### src/rtl/xfrd_pkg.sv
`default_nettype none

package xfrd_pkg;

    // Body store
    localparam int BODY_DEPTH = 256;
    localparam int ADDR_W     = $clog2(BODY_DEPTH);
    localparam int POS_W      = ADDR_W + 1;

    // Queue between front and back
    localparam int QUEUE_DEPTH = 4;
    localparam int QPTR_W      = $clog2(QUEUE_DEPTH);
    localparam int QCNT_W      = QPTR_W + 1;

    // Framing bytes
    localparam logic [7:0] HDR_LEAD   = 8'h19;
    localparam logic [7:0] HDR_ALT_A  = 8'h34;
    localparam logic [7:0] HDR_ALT_B  = 8'h38;
    localparam logic [7:0] ACK_BYTE   = 8'ha5;

    typedef enum logic [2:0] {
        PH_HEADER = 3'd0,
        PH_TYPE1  = 3'd1,
        PH_TYPE2  = 3'd2,
        PH_LENLO  = 3'd3,
        PH_LENHI  = 3'd4,
        PH_BODY   = 3'd5,
        PH_CSUM   = 3'd6,
        PH_ACK    = 3'd7
    } phase_t;

    typedef enum logic [2:0] {
        EV_BODY     = 3'd0,
        EV_GOOD     = 3'd1,
        EV_CSUM_ERR = 3'd2,
        EV_OVERFLOW = 3'd3,
        EV_ACK_OK   = 3'd4,
        EV_ACK_MISS = 3'd5
    } event_kind_t;

    typedef struct packed {
        event_kind_t         op;
        logic [7:0]          data;
        logic [ADDR_W-1:0]   addr;
        logic [7:0]          lead;
        logic [7:0]          follow;
        logic [7:0]          type_one;
        logic [7:0]          type_two;
        logic [15:0]         length;
        logic                type_diff;
    } evt_entry_t;

    function automatic logic is_alt_hdr(input logic [7:0] b);
        is_alt_hdr = (b == HDR_ALT_A) || (b == HDR_ALT_B);
    endfunction

    function automatic logic uses_store(input event_kind_t op);
        uses_store = (op == EV_BODY) || (op == EV_OVERFLOW);
    endfunction

endpackage

`default_nettype wire

### src/rtl/xfrd_rx_if.sv
`default_nettype none

interface xfrd_rx_if;
    logic       valid;
    logic       ready;
    logic [7:0] rx_byte;

    modport source (output valid, output rx_byte, input ready);
    modport sink   (input valid, input rx_byte, output ready);
endinterface

`default_nettype wire

### src/rtl/xfrd_evt_if.sv
`default_nettype none

interface xfrd_evt_if;
    logic        valid;
    logic        ready;
    logic [2:0]  event_kind;
    logic [7:0]  body_byte;
    logic [7:0]  body_index;
    logic [7:0]  header_lead;
    logic [7:0]  header_follow;
    logic [7:0]  type_first;
    logic [7:0]  type_second;
    logic [15:0] body_length;
    logic        is_unique;
    logic        send_ack;
    logic        deliver;

    modport source (
        output valid, output event_kind, output body_byte, output body_index,
        output header_lead, output header_follow, output type_first,
        output type_second, output body_length, output is_unique,
        output send_ack, output deliver,
        input  ready
    );
    modport sink (
        input  valid, input event_kind, input body_byte, input body_index,
        input  header_lead, input header_follow, input type_first,
        input  type_second, input body_length, input is_unique,
        input  send_ack, input deliver,
        output ready
    );
endinterface

`default_nettype wire

### src/rtl/xfrd_front.sv
`default_nettype none

module xfrd_front (
    input  wire logic              clk,
    input  wire logic              rst_n,
    xfrd_rx_if.sink                rx,
    input  wire logic              q_full,
    output logic                   push,
    output xfrd_pkg::evt_entry_t   push_entry
);

    xfrd_pkg::phase_t                phase_reg, phase_next;
    logic [7:0]                      last_reg, last_next;
    logic [7:0]                      xor_reg, xor_next;
    logic [7:0]                      lead_reg, lead_next;
    logic [7:0]                      follow_reg, follow_next;
    logic [7:0]                      type1_reg, type1_next;
    logic [7:0]                      type2_reg, type2_next;
    logic [15:0]                     length_reg, length_next;
    logic [xfrd_pkg::POS_W-1:0]      pos_reg, pos_next;
    logic                            tdiff_reg, tdiff_next;

    logic                            accept;
    logic [7:0]                      b;
    logic                            hdr_hit;
    logic [xfrd_pkg::POS_W-1:0]      pos_inc;
    logic                            body_full;
    logic [15:0]                     len_full;

    assign rx.ready  = !q_full;
    assign accept    = rx.valid && !q_full;
    assign b         = rx.rx_byte;
    assign pos_inc   = pos_reg + 1'b1;
    assign body_full = (pos_inc == xfrd_pkg::POS_W'(xfrd_pkg::BODY_DEPTH));
    assign len_full  = {b, length_reg[7:0]};
    assign hdr_hit   = (xfrd_pkg::is_alt_hdr(b) && last_reg == xfrd_pkg::HDR_LEAD)
                    || (b == xfrd_pkg::HDR_LEAD && xfrd_pkg::is_alt_hdr(last_reg));

    // Next state
    always_comb
    begin
        phase_next = phase_reg;
        if (accept)
        begin
            case (phase_reg)
                xfrd_pkg::PH_HEADER: if (hdr_hit) phase_next = xfrd_pkg::PH_TYPE1;
                xfrd_pkg::PH_TYPE1:  phase_next = xfrd_pkg::PH_TYPE2;
                xfrd_pkg::PH_TYPE2:  phase_next = xfrd_pkg::PH_LENLO;
                xfrd_pkg::PH_LENLO:  phase_next = xfrd_pkg::PH_LENHI;
                xfrd_pkg::PH_LENHI:
                    phase_next = (len_full == 16'd0) ? xfrd_pkg::PH_CSUM
                                                     : xfrd_pkg::PH_BODY;
                xfrd_pkg::PH_BODY:
                begin
                    if (body_full)
                        phase_next = xfrd_pkg::PH_HEADER;
                    else if (16'(pos_inc) == length_reg)
                        phase_next = xfrd_pkg::PH_CSUM;
                end
                xfrd_pkg::PH_CSUM:
                    phase_next = (xor_reg != b) ? xfrd_pkg::PH_HEADER : xfrd_pkg::PH_ACK;
                default: phase_next = xfrd_pkg::PH_HEADER;
            endcase
        end
    end

    // Outputs: build the event handed to the back part
    always_comb
    begin
        push                 = 1'b0;
        push_entry.op        = xfrd_pkg::EV_BODY;
        push_entry.data      = 8'd0;
        push_entry.addr      = '0;
        push_entry.lead      = lead_reg;
        push_entry.follow    = follow_reg;
        push_entry.type_one  = type1_reg;
        push_entry.type_two  = type2_reg;
        push_entry.length    = length_reg;
        push_entry.type_diff = tdiff_reg;
        if (accept)
        begin
            case (phase_reg)
                xfrd_pkg::PH_BODY:
                begin
                    push            = 1'b1;
                    push_entry.op   = body_full ? xfrd_pkg::EV_OVERFLOW : xfrd_pkg::EV_BODY;
                    push_entry.data = b;
                    push_entry.addr = pos_reg[xfrd_pkg::ADDR_W-1:0];
                end
                xfrd_pkg::PH_CSUM:
                begin
                    push          = 1'b1;
                    push_entry.op = (xor_reg != b) ? xfrd_pkg::EV_CSUM_ERR : xfrd_pkg::EV_GOOD;
                end
                xfrd_pkg::PH_ACK:
                begin
                    push          = 1'b1;
                    push_entry.op = (b == xfrd_pkg::ACK_BYTE) ? xfrd_pkg::EV_ACK_OK
                                                              : xfrd_pkg::EV_ACK_MISS;
                end
                default: push = 1'b0;
            endcase
        end
    end

    // Frame registers
    always_comb
    begin
        last_next   = last_reg;
        xor_next    = xor_reg;
        lead_next   = lead_reg;
        follow_next = follow_reg;
        type1_next  = type1_reg;
        type2_next  = type2_reg;
        length_next = length_reg;
        pos_next    = pos_reg;
        tdiff_next  = tdiff_reg;
        if (accept)
        begin
            last_next = b;
            if (phase_reg != xfrd_pkg::PH_CSUM)
                xor_next = xor_reg ^ b;
            case (phase_reg)
                xfrd_pkg::PH_HEADER:
                begin
                    if (hdr_hit)
                    begin
                        lead_next   = last_reg;
                        follow_next = b;
                        xor_next    = last_reg ^ b;
                        tdiff_next  = 1'b0;
                        pos_next    = '0;
                    end
                end
                xfrd_pkg::PH_TYPE1:
                begin
                    tdiff_next = (type1_reg != b);
                    type1_next = b;
                end
                xfrd_pkg::PH_TYPE2:
                begin
                    tdiff_next = tdiff_reg | (type2_reg != b);
                    type2_next = b;
                end
                xfrd_pkg::PH_LENLO: length_next = {8'd0, b};
                xfrd_pkg::PH_LENHI: length_next = len_full;
                xfrd_pkg::PH_BODY:  pos_next    = pos_inc;
                default:            pos_next    = pos_reg;
            endcase
        end
    end

    always_ff @(posedge clk or negedge rst_n)
    begin
        if (!rst_n)
        begin
            phase_reg  <= xfrd_pkg::PH_HEADER;
            last_reg   <= 8'd0;
            xor_reg    <= 8'd0;
            lead_reg   <= 8'd0;
            follow_reg <= 8'd0;
            type1_reg  <= 8'd0;
            type2_reg  <= 8'd0;
            length_reg <= 16'd0;
            pos_reg    <= '0;
            tdiff_reg  <= 1'b0;
        end
        else
        begin
            phase_reg  <= phase_next;
            last_reg   <= last_next;
            xor_reg    <= xor_next;
            lead_reg   <= lead_next;
            follow_reg <= follow_next;
            type1_reg  <= type1_next;
            type2_reg  <= type2_next;
            length_reg <= length_next;
            pos_reg    <= pos_next;
            tdiff_reg  <= tdiff_next;
        end
    end

    // In the body the position has not yet reached the declared length
    a_body_pos: assert property (@(posedge clk) disable iff (!rst_n)
        phase_reg == xfrd_pkg::PH_BODY |-> 16'(pos_reg) < length_reg)
        else $error("body position at or beyond declared length");

endmodule

`default_nettype wire

### src/rtl/xfrd_queue.sv
`default_nettype none

module xfrd_queue (
    input  wire logic                   clk,
    input  wire logic                   rst_n,
    input  wire logic                   push,
    input  wire xfrd_pkg::evt_entry_t   push_entry,
    output logic                        full,
    output logic                        empty,
    input  wire logic                   pop,
    output xfrd_pkg::evt_entry_t        head
);

    xfrd_pkg::evt_entry_t          slot_reg [xfrd_pkg::QUEUE_DEPTH];
    logic [xfrd_pkg::QPTR_W-1:0]   wr_ptr_reg, wr_ptr_next;
    logic [xfrd_pkg::QPTR_W-1:0]   rd_ptr_reg, rd_ptr_next;
    logic [xfrd_pkg::QCNT_W-1:0]   cnt_reg, cnt_next;

    function automatic logic [xfrd_pkg::QPTR_W-1:0] ptr_inc(
        input logic [xfrd_pkg::QPTR_W-1:0] p);
        ptr_inc = (p == xfrd_pkg::QPTR_W'(xfrd_pkg::QUEUE_DEPTH - 1)) ? '0 : p + 1'b1;
    endfunction

    assign full  = (cnt_reg == xfrd_pkg::QCNT_W'(xfrd_pkg::QUEUE_DEPTH));
    assign empty = (cnt_reg == '0);
    assign head  = slot_reg[rd_ptr_reg];

    always_comb
    begin
        wr_ptr_next = push ? ptr_inc(wr_ptr_reg) : wr_ptr_reg;
        rd_ptr_next = pop ? ptr_inc(rd_ptr_reg) : rd_ptr_reg;
        cnt_next    = cnt_reg;
        if (push && !pop)
            cnt_next = cnt_reg + 1'b1;
        else if (pop && !push)
            cnt_next = cnt_reg - 1'b1;
    end

    always_ff @(posedge clk or negedge rst_n)
    begin
        if (!rst_n)
        begin
            wr_ptr_reg <= '0;
            rd_ptr_reg <= '0;
            cnt_reg    <= '0;
        end
        else
        begin
            wr_ptr_reg <= wr_ptr_next;
            rd_ptr_reg <= rd_ptr_next;
            cnt_reg    <= cnt_next;
        end
    end

    always_ff @(posedge clk)
    begin
        if (push)
            slot_reg[wr_ptr_reg] <= push_entry;
    end

    a_no_overrun: assert property (@(posedge clk) disable iff (!rst_n)
        push |-> !full)
        else $error("transfer written into a full queue");

    a_no_underrun: assert property (@(posedge clk) disable iff (!rst_n)
        pop |-> !empty)
        else $error("entry taken from an empty queue");

endmodule

`default_nettype wire

### src/rtl/xfrd_back.sv
`default_nettype none

module xfrd_back (
    input  wire logic                   clk,
    input  wire logic                   rst_n,
    input  wire logic                   q_empty,
    input  wire xfrd_pkg::evt_entry_t   q_head,
    output logic                        q_pop,
    xfrd_evt_if.source                  evt
);

    // Body store: one write and one registered read per cycle
    logic [7:0]                      store_mem [xfrd_pkg::BODY_DEPTH];
    logic [xfrd_pkg::BODY_DEPTH-1:0] store_vld_reg;
    logic [7:0]                      rdata_reg;
    logic                            rvld_reg;

    logic                            a_valid_reg, a_valid_next;
    xfrd_pkg::evt_entry_t            a_entry_reg;
    logic                            b_valid_reg, b_valid_next;
    xfrd_pkg::evt_entry_t            b_entry_reg;
    logic                            b_unique_reg;
    logic                            bdiff_reg, bdiff_next;

    logic                            a_adv;
    logic                            load_a;
    logic                            wr_en;
    logic [7:0]                      stored;
    logic                            mismatch;
    logic                            lead_phone;

    assign a_adv    = a_valid_reg && (!b_valid_reg || evt.ready);
    assign load_a   = !q_empty && (!a_valid_reg || a_adv);
    assign q_pop    = load_a;
    assign wr_en    = a_adv && xfrd_pkg::uses_store(a_entry_reg.op);
    assign stored   = rvld_reg ? rdata_reg : 8'd0;
    assign mismatch = (stored != a_entry_reg.data);

    always_comb
    begin
        a_valid_next = a_valid_reg;
        if (load_a)
            a_valid_next = 1'b1;
        else if (a_adv)
            a_valid_next = 1'b0;

        b_valid_next = b_valid_reg;
        if (a_adv)
            b_valid_next = 1'b1;
        else if (evt.ready)
            b_valid_next = 1'b0;

        bdiff_next = bdiff_reg;
        if (a_adv)
        begin
            case (a_entry_reg.op)
                xfrd_pkg::EV_BODY:     bdiff_next = bdiff_reg | mismatch;
                xfrd_pkg::EV_OVERFLOW,
                xfrd_pkg::EV_GOOD,
                xfrd_pkg::EV_CSUM_ERR: bdiff_next = 1'b0;
                default:               bdiff_next = bdiff_reg;
            endcase
        end
    end

    always_ff @(posedge clk or negedge rst_n)
    begin
        if (!rst_n)
        begin
            a_valid_reg   <= 1'b0;
            b_valid_reg   <= 1'b0;
            bdiff_reg     <= 1'b0;
            store_vld_reg <= '0;
        end
        else
        begin
            a_valid_reg <= a_valid_next;
            b_valid_reg <= b_valid_next;
            bdiff_reg   <= bdiff_next;
            if (wr_en)
                store_vld_reg[a_entry_reg.addr] <= 1'b1;
        end
    end

    always_ff @(posedge clk)
    begin
        if (load_a)
        begin
            a_entry_reg <= q_head;
            rdata_reg   <= store_mem[q_head.addr];
            rvld_reg    <= store_vld_reg[q_head.addr];
        end
        if (wr_en)
            store_mem[a_entry_reg.addr] <= a_entry_reg.data;
        if (a_adv)
        begin
            b_entry_reg  <= a_entry_reg;
            b_unique_reg <= (a_entry_reg.op == xfrd_pkg::EV_GOOD)
                         && (a_entry_reg.type_diff || bdiff_reg);
        end
    end

    assign lead_phone        = (b_entry_reg.lead == xfrd_pkg::HDR_LEAD);

    assign evt.valid         = b_valid_reg;
    assign evt.event_kind    = b_entry_reg.op;
    assign evt.body_byte     = b_entry_reg.data;
    assign evt.body_index    = 8'(b_entry_reg.addr);
    assign evt.header_lead   = b_entry_reg.lead;
    assign evt.header_follow = b_entry_reg.follow;
    assign evt.type_first    = b_entry_reg.type_one;
    assign evt.type_second   = b_entry_reg.type_two;
    assign evt.body_length   = b_entry_reg.length;
    assign evt.is_unique     = b_unique_reg;
    assign evt.send_ack      = (b_entry_reg.op == xfrd_pkg::EV_GOOD) && lead_phone;
    assign evt.deliver       = (b_entry_reg.op == xfrd_pkg::EV_GOOD) && lead_phone
                            && b_unique_reg;

    // A store read never meets a write to the same entry in one cycle
    a_no_rw_clash: assert property (@(posedge clk) disable iff (!rst_n)
        load_a && wr_en
        && (q_head.op == xfrd_pkg::EV_BODY || q_head.op == xfrd_pkg::EV_OVERFLOW)
        |-> q_head.addr != a_entry_reg.addr)
        else $error("store read and write hit the same entry");

    // The body mismatch flag is clear once a frame has closed
    a_bdiff_clear: assert property (@(posedge clk) disable iff (!rst_n)
        a_adv && (a_entry_reg.op == xfrd_pkg::EV_GOOD
                  || a_entry_reg.op == xfrd_pkg::EV_CSUM_ERR
                  || a_entry_reg.op == xfrd_pkg::EV_OVERFLOW)
        |=> !bdiff_reg)
        else $error("body mismatch flag survived the end of a frame");

endmodule

`default_nettype wire

### src/rtl/xor_frame_receiver_dedup_unit.sv
`default_nettype none

// Serial frame receiver with duplicate detection. Takes one received byte per
// transfer on rx and hunts for a two-byte header (0x19 with 0x34 or 0x38, in
// either order), then reads two type bytes, a little-endian 16-bit length,
// the body, an XOR checksum byte and an acknowledgement byte. Each body byte
// leaves on evt with its index; the checksum byte yields a frame-good or a
// checksum-error event, and the byte after a good frame yields ack received
// (0xa5) or ack missing. A frame is marked unique when its type bytes or
// body differ from those of the previous frame; the body is kept in a
// 256-entry store that reads as zero after reset through per-entry valid
// bits, so no clearing pass is needed. A body reaching the store depth ends
// with an overflow event. One byte is taken every cycle while the queue has
// room; a result passes through a queue slot, the store read and the
// output register before it is offered on evt, the store's registered read
// setting the depth of the back part. Header, type and length bytes produce
// no result.
module xor_frame_receiver_dedup_unit (
    input  wire logic  clk,
    input  wire logic  rst_n,
    xfrd_rx_if.sink    rx,
    xfrd_evt_if.source evt
);

    logic                  q_full;
    logic                  q_empty;
    logic                  q_push;
    logic                  q_pop;
    xfrd_pkg::evt_entry_t  q_push_entry;
    xfrd_pkg::evt_entry_t  q_head;

    // Decode the byte stream, track the frame, hand results to the queue
    xfrd_front u_front (
        .clk        (clk),
        .rst_n      (rst_n),
        .rx         (rx),
        .q_full     (q_full),
        .push       (q_push),
        .push_entry (q_push_entry)
    );

    // Hold pending events so either side may stall on its own
    xfrd_queue u_queue (
        .clk        (clk),
        .rst_n      (rst_n),
        .push       (q_push),
        .push_entry (q_push_entry),
        .full       (q_full),
        .empty      (q_empty),
        .pop        (q_pop),
        .head       (q_head)
    );

    // Compare and update the body store, drive the result register
    xfrd_back u_back (
        .clk     (clk),
        .rst_n   (rst_n),
        .q_empty (q_empty),
        .q_head  (q_head),
        .q_pop   (q_pop),
        .evt     (evt)
    );

endmodule

`default_nettype wire

### src/flat_wrapper.sv
// flat-port wrapper written by rule: the top's interface ports become plain ports
module xor_frame_receiver_dedup_unit_flat 
  (clk, rst_n, rx_valid, rx_rx_byte, rx_ready, evt_valid, evt_event_kind, evt_body_byte, evt_body_index, evt_header_lead, evt_header_follow, evt_type_first, evt_type_second, evt_body_length, evt_is_unique, evt_send_ack, evt_deliver, evt_ready);
  xfrd_rx_if rx_i ();
  xfrd_evt_if evt_i ();
  input  wire logic clk;
  input  wire logic rst_n;
  input wire logic [$bits(rx_i.valid)-1:0] rx_valid;
  input wire logic [$bits(rx_i.rx_byte)-1:0] rx_rx_byte;
  output wire logic [$bits(rx_i.ready)-1:0] rx_ready;
  output wire logic [$bits(evt_i.valid)-1:0] evt_valid;
  output wire logic [$bits(evt_i.event_kind)-1:0] evt_event_kind;
  output wire logic [$bits(evt_i.body_byte)-1:0] evt_body_byte;
  output wire logic [$bits(evt_i.body_index)-1:0] evt_body_index;
  output wire logic [$bits(evt_i.header_lead)-1:0] evt_header_lead;
  output wire logic [$bits(evt_i.header_follow)-1:0] evt_header_follow;
  output wire logic [$bits(evt_i.type_first)-1:0] evt_type_first;
  output wire logic [$bits(evt_i.type_second)-1:0] evt_type_second;
  output wire logic [$bits(evt_i.body_length)-1:0] evt_body_length;
  output wire logic [$bits(evt_i.is_unique)-1:0] evt_is_unique;
  output wire logic [$bits(evt_i.send_ack)-1:0] evt_send_ack;
  output wire logic [$bits(evt_i.deliver)-1:0] evt_deliver;
  input wire logic [$bits(evt_i.ready)-1:0] evt_ready;
  assign rx_i.valid = rx_valid;
  assign rx_i.rx_byte = rx_rx_byte;
  assign rx_ready = rx_i.ready;
  assign evt_valid = evt_i.valid;
  assign evt_event_kind = evt_i.event_kind;
  assign evt_body_byte = evt_i.body_byte;
  assign evt_body_index = evt_i.body_index;
  assign evt_header_lead = evt_i.header_lead;
  assign evt_header_follow = evt_i.header_follow;
  assign evt_type_first = evt_i.type_first;
  assign evt_type_second = evt_i.type_second;
  assign evt_body_length = evt_i.body_length;
  assign evt_is_unique = evt_i.is_unique;
  assign evt_send_ack = evt_i.send_ack;
  assign evt_deliver = evt_i.deliver;
  assign evt_i.ready = evt_ready;
  xor_frame_receiver_dedup_unit u_core (.clk(clk), .rst_n(rst_n), .rx(rx_i), .evt(evt_i));
endmodule
### config.mk
export PLATFORM = sky130hd
export DESIGN_NAME = xor_frame_receiver_dedup_unit_flat
export DESIGN_NICKNAME = d
export VERILOG_FILES = /design/src/rtl/xfrd_pkg.sv /design/src/rtl/xfrd_rx_if.sv /design/src/rtl/xfrd_evt_if.sv /design/src/rtl/xfrd_front.sv /design/src/rtl/xfrd_queue.sv /design/src/rtl/xfrd_back.sv /design/src/rtl/xor_frame_receiver_dedup_unit.sv /design/src/flat_wrapper.sv
export SDC_FILE = /design/constraint.sdc
export NUM_CORES = 2
export LEC_CHECK = 0
export BUFFER_PORTS_ARGS = -buffer_cell sky130_fd_sc_hd__buf_2
export CAP_MARGIN = 20
export CORE_MARGIN = 2
export CORE_UTILIZATION = 45
export DETAILED_ROUTE_END_ITERATION = 8
export HOLD_SLACK_MARGIN = 0.05
export MAX_ROUTING_LAYER = met4
export PLACE_DENSITY = 0.63
export SYNTH_ARGS = -nofsm -noshare
export SYNTH_HDL_FRONTEND = slang
export SYNTH_SLANG_ARGS = --single-unit
### constraint.sdc
create_clock -name clk -period 15.4 [get_ports clk]
set_clock_uncertainty 0.2 [all_clocks]
set_input_delay 0.77 -clock clk [delete_from_list [all_inputs] [get_ports clk]]
set_output_delay 0.77 -clock clk [all_outputs]
set_load 0.02 [all_outputs]
==> impl_metrics.json <==
{
  "outcome": "finished, final reports clean",
  "area_growth_pct": 12.2,
  "power_mw": 25.5,
  "synth_xor_area_frac": 0.00372,
  "start_util": 0.454,
  "core_area_um2": 244000,
  "post_cts_buffers": 0,
  "multi_input_area_um2": 25700,
  "placedInstanceArea_um2": 114000,
  "path_common_cell": "buf_4",
  "synthAdderAreaFrac": 0.000973,
  "swShare": 0.366,
  "globalRouteTotalUtil": 0.255,
  "ios": 84,
  "synthFlopType": "edfxtp_1",
  "yosys.area.top_type": "edfxtp_1",
  "postLayoutCellArea_um2": 124000,
  "tightest_slew_ns": 1.26,
  "largest_reg_flops": 2048,
  "p_sw_mw": 9.35,
  "synth_cell_types": 84,
  "clockBufferDepth": 4,
  "drcViolationCount": 0,
  "drt-initial-drc-count": 9095,
  "num_rows": 181,
  "synth_enable_flop_cells": 2465,
  "synth_compound_area_frac": 0.0553,
  "path_max_fanout": 68,
  "grt_max_degree": 229,
  "synth_area_um2": 111000,
  "grt_pass1_vias": 61653,
  "maxCapViolCount": 0,
  "syn-num-nets": 6736,
  "syn_inst": 6716,
  "fin_util": 0.509,
  "layout-drive-gt1-share": 0.181,
  "seq_area_frac_synth": 0.747,
  "dr.pass1.iters": 6,
  "hpwl_um": 184000,
  "die_x_um": 500,
  "synth_area_leaders": "edfxtp_1, dfrtp_1, mux4_2",
  "avgViaCountPerCell": 6.17,
  "grt_first_pass_wirelength_um": 448000,
  "fmax_ghz": 0.151,
  "powerDensity_nw_per_um2": 206,
  "hp-class": "in -> reg",
  "cp-start-kind": "flop",
  "cts_tree": "yes",
  "power.share.clock": 0.274,
  "combPwrFrac": 0.331,
  "drv_slew": 0,
  "cts_root_buf": "clkbuf_16",
  "synth.avg_cell_area_um2": 16.5,
  "wl_per_cell_um": 30.5,
  "seq_power_share": 0.395,
  "rsz0062_at_grt": "no",
  "path_class": "reg -> reg",
  "period_share": 0.430,
  "nFillCells": 19879,
  "cts_inserted_buffers": 302,
  "postCtsResizedCells": 0,
  "async_flop_share": 0.122,
  "endpoint_kind": "flop",
  "cpPeakStageDelay_ns": 0.83,
  "ys_seq_elements": 2808,
  "die-area_um2": 250000,
  "fin_ws_ns": 8.78,
  "setup_viol": 0,
  "insertion_delay_ns": 0.98,
  "relSlewSlack": 0.157,
  "vias": 63774,
  "synthSimpleGateAreaFrac": 0.0793,
  "cts_hold_buf": 9,
  "fin_setup_tns_ns": 0,
  "ant_nets": 0,
  "fp.dieH_um": 500,
  "routabilityCongestion": 0.903,
  "clkTransAtPathRegs_ns": 0.06,
  "grt_overflow": 0,
  "p_leak_nw": 43.8,
  "cts-htree-levels": 5,
  "portBuffers": 83,
  "seq_area_um2": 82600,
  "worstPathCellList": "mux2_8 -> inv_8 -> buf_4 -> or2_4 -> buf_4 -> buf_4 -> o22ai_1 -> o21ai_0 -> o21ai_0 -> a22oi_1 -> nand4_1 -> nor4_1",
  "fin_nets": 6919,
  "min_period_ns": 6.62,
  "totalWireLength_um": 315000,
  "synth.area.mux_share": 0.0915,
  "hold_violations": 0,
  "grt_antenna_before_repair": 13,
  "slowest_stage": "dfrtp_4",
  "synth_top_area_share": 0.670,
  "synth_top_family_by_area": "multiplexers",
  "clock_sinks": 2808,
  "p_int_mw": 16.2,
  "ir_worst_vdd_uv": 222,
  "pre_cts_slack_ns": 8.77,
  "cp_data_arrival_time_ns": 7.14,
  "yosysWarnings": 0,
  "worstPathRequired_ns": 15.92
}
-- cells in the final DEF, fill, tap and decap left out, types with 48 or more instances in the layout --
cell type / n
edfxtp_1: 2465
nand2_1: 788
mux2i_1: 384
dfrtp_1: 341
nor2_1: 322
clkbuf_16: 309
or2_2: 260
mux4_2: 245
a21oi_1: 157
buf_4: 150
nand3_1: 138
nor2b_1: 127
a211oi_1: 120
a311oi_1: 97
o221ai_1: 95
buf_2: 82
o21ai_0: 81
o22ai_1: 79
clkbuf_1: 78
mux2_2: 60
a31oi_1: 50
nor3_1: 49
clkinv_1: 48
-- path summary, 6_finish.rpt --
check	slack, ns	from	depth (start not counted)	to
worst max-delay path	8.78	u_core.u_queue.rd_ptr_reg[0]	12	u_core.u_back.rdata_reg[7]
worst min-delay path	0.11	rx_rx_byte[3]	3	u_core.u_front.last_reg[3]
worst max register to register	8.78	u_core.u_queue.rd_ptr_reg[0]	12	u_core.u_back.rdata_reg[7]
worst min register to register	0.22	u_core.u_back.a_entry_reg[12]	0	u_core.u_back.evt.body_length[11]
max in group asynchronous	11.77	rst_n	5	u_core.u_queue.rd_ptr_reg[0]
min in group asynchronous	0.26	rst_n	2	u_core.u_back.store_vld_reg[251]
-- critical path, delay by kind of cell, from the launching register on --
kind                   cells  cell delay [ns]
AOI/OAI and AO/OA          4             1.33
muxes                      1             0.58
buffers and inverters      4             1.99
and+or+nand+nor            3             1.28
DFF                        1             0.83
-- kinds of logic (layout without fill, tap and decap cells) --
group,count (synthesis),after routing
xor gates and xnor gates,47,47
muxes,694,694
and+or+nand+nor,1877,1877
AOI/OAI and AO/OA,862,862
other,0,10
DFF,2808,2808
adders and majority gates,8,8
buffers and inverters,420,825
-- layout make-up --
type	instances	area share
clock buffer	408	0.0670
tap	3202	0.0323
sequential	2808	0.666
antenna	10	0.000202
timing repair buffer	284	0.0178
multi-input combinational	3488	0.207
clock inverter	118	0.00869
inverter	15	0.000807
-- cell usage after synthesis (all sizes together) (23+ instances only) --
cell type and instances:
dfrtp 343, and2 23, a32oi 24, nor3 51, mux4 246, nand4 37
a21oi 158, buf 232, nor2b 129, mux2i 384, nor4 39, mux2 64
o22ai 79, or2 261, edfxtp 2465, and3 37, clkbuf 173, a311oi 97
nor2 327, nand2 789, a211oi 120, xnor2 27, a22oi 42, a31oi 50
o221ai 96, nand3 144, o21ai 85
-- power groups by stage --
| stage | logic (mW) | registers, mW | clock network (mW) |
|---|---|---|---|
| 2_1_floorplan | 4.45 | 10.8 | 0 |
| 3_3_place_gp | 8.15 | 10.2 | 0 |
| 3_5_place_dp | 8.26 | 10.2 | 0 |
| 4_1_cts | 8.29 | 10.1 | 7.05 |
| 5_1_grt | 8.76 | 10.1 | 7.35 |
| 6_report | 8.46 | 10.1 | 6.99 |
-- routing by layer --
metal | vias to the layer above | track usage | wire [um]
met2 | 3679 | 0.382 | 145000
met5 | - | - | 0
met4 | 0 | 0.0947 | 12200
li1 | 26403 | - | -
met3 | 681 | 0.0564 | 33700
met1 | 33011 | 0.344 | 123000
-- stage by stage --
stage          hold slack, ns  cells
6_report                0.113  10333
5_1_grt                0.0991  10327
4_1_cts                0.0739  10294
3_5_place_dp            0.205   9759
3_3_place_gp            0.205   9741
2_1_floorplan           0.200   6716
Note: power is estimated with default switching activity, not from simulation.
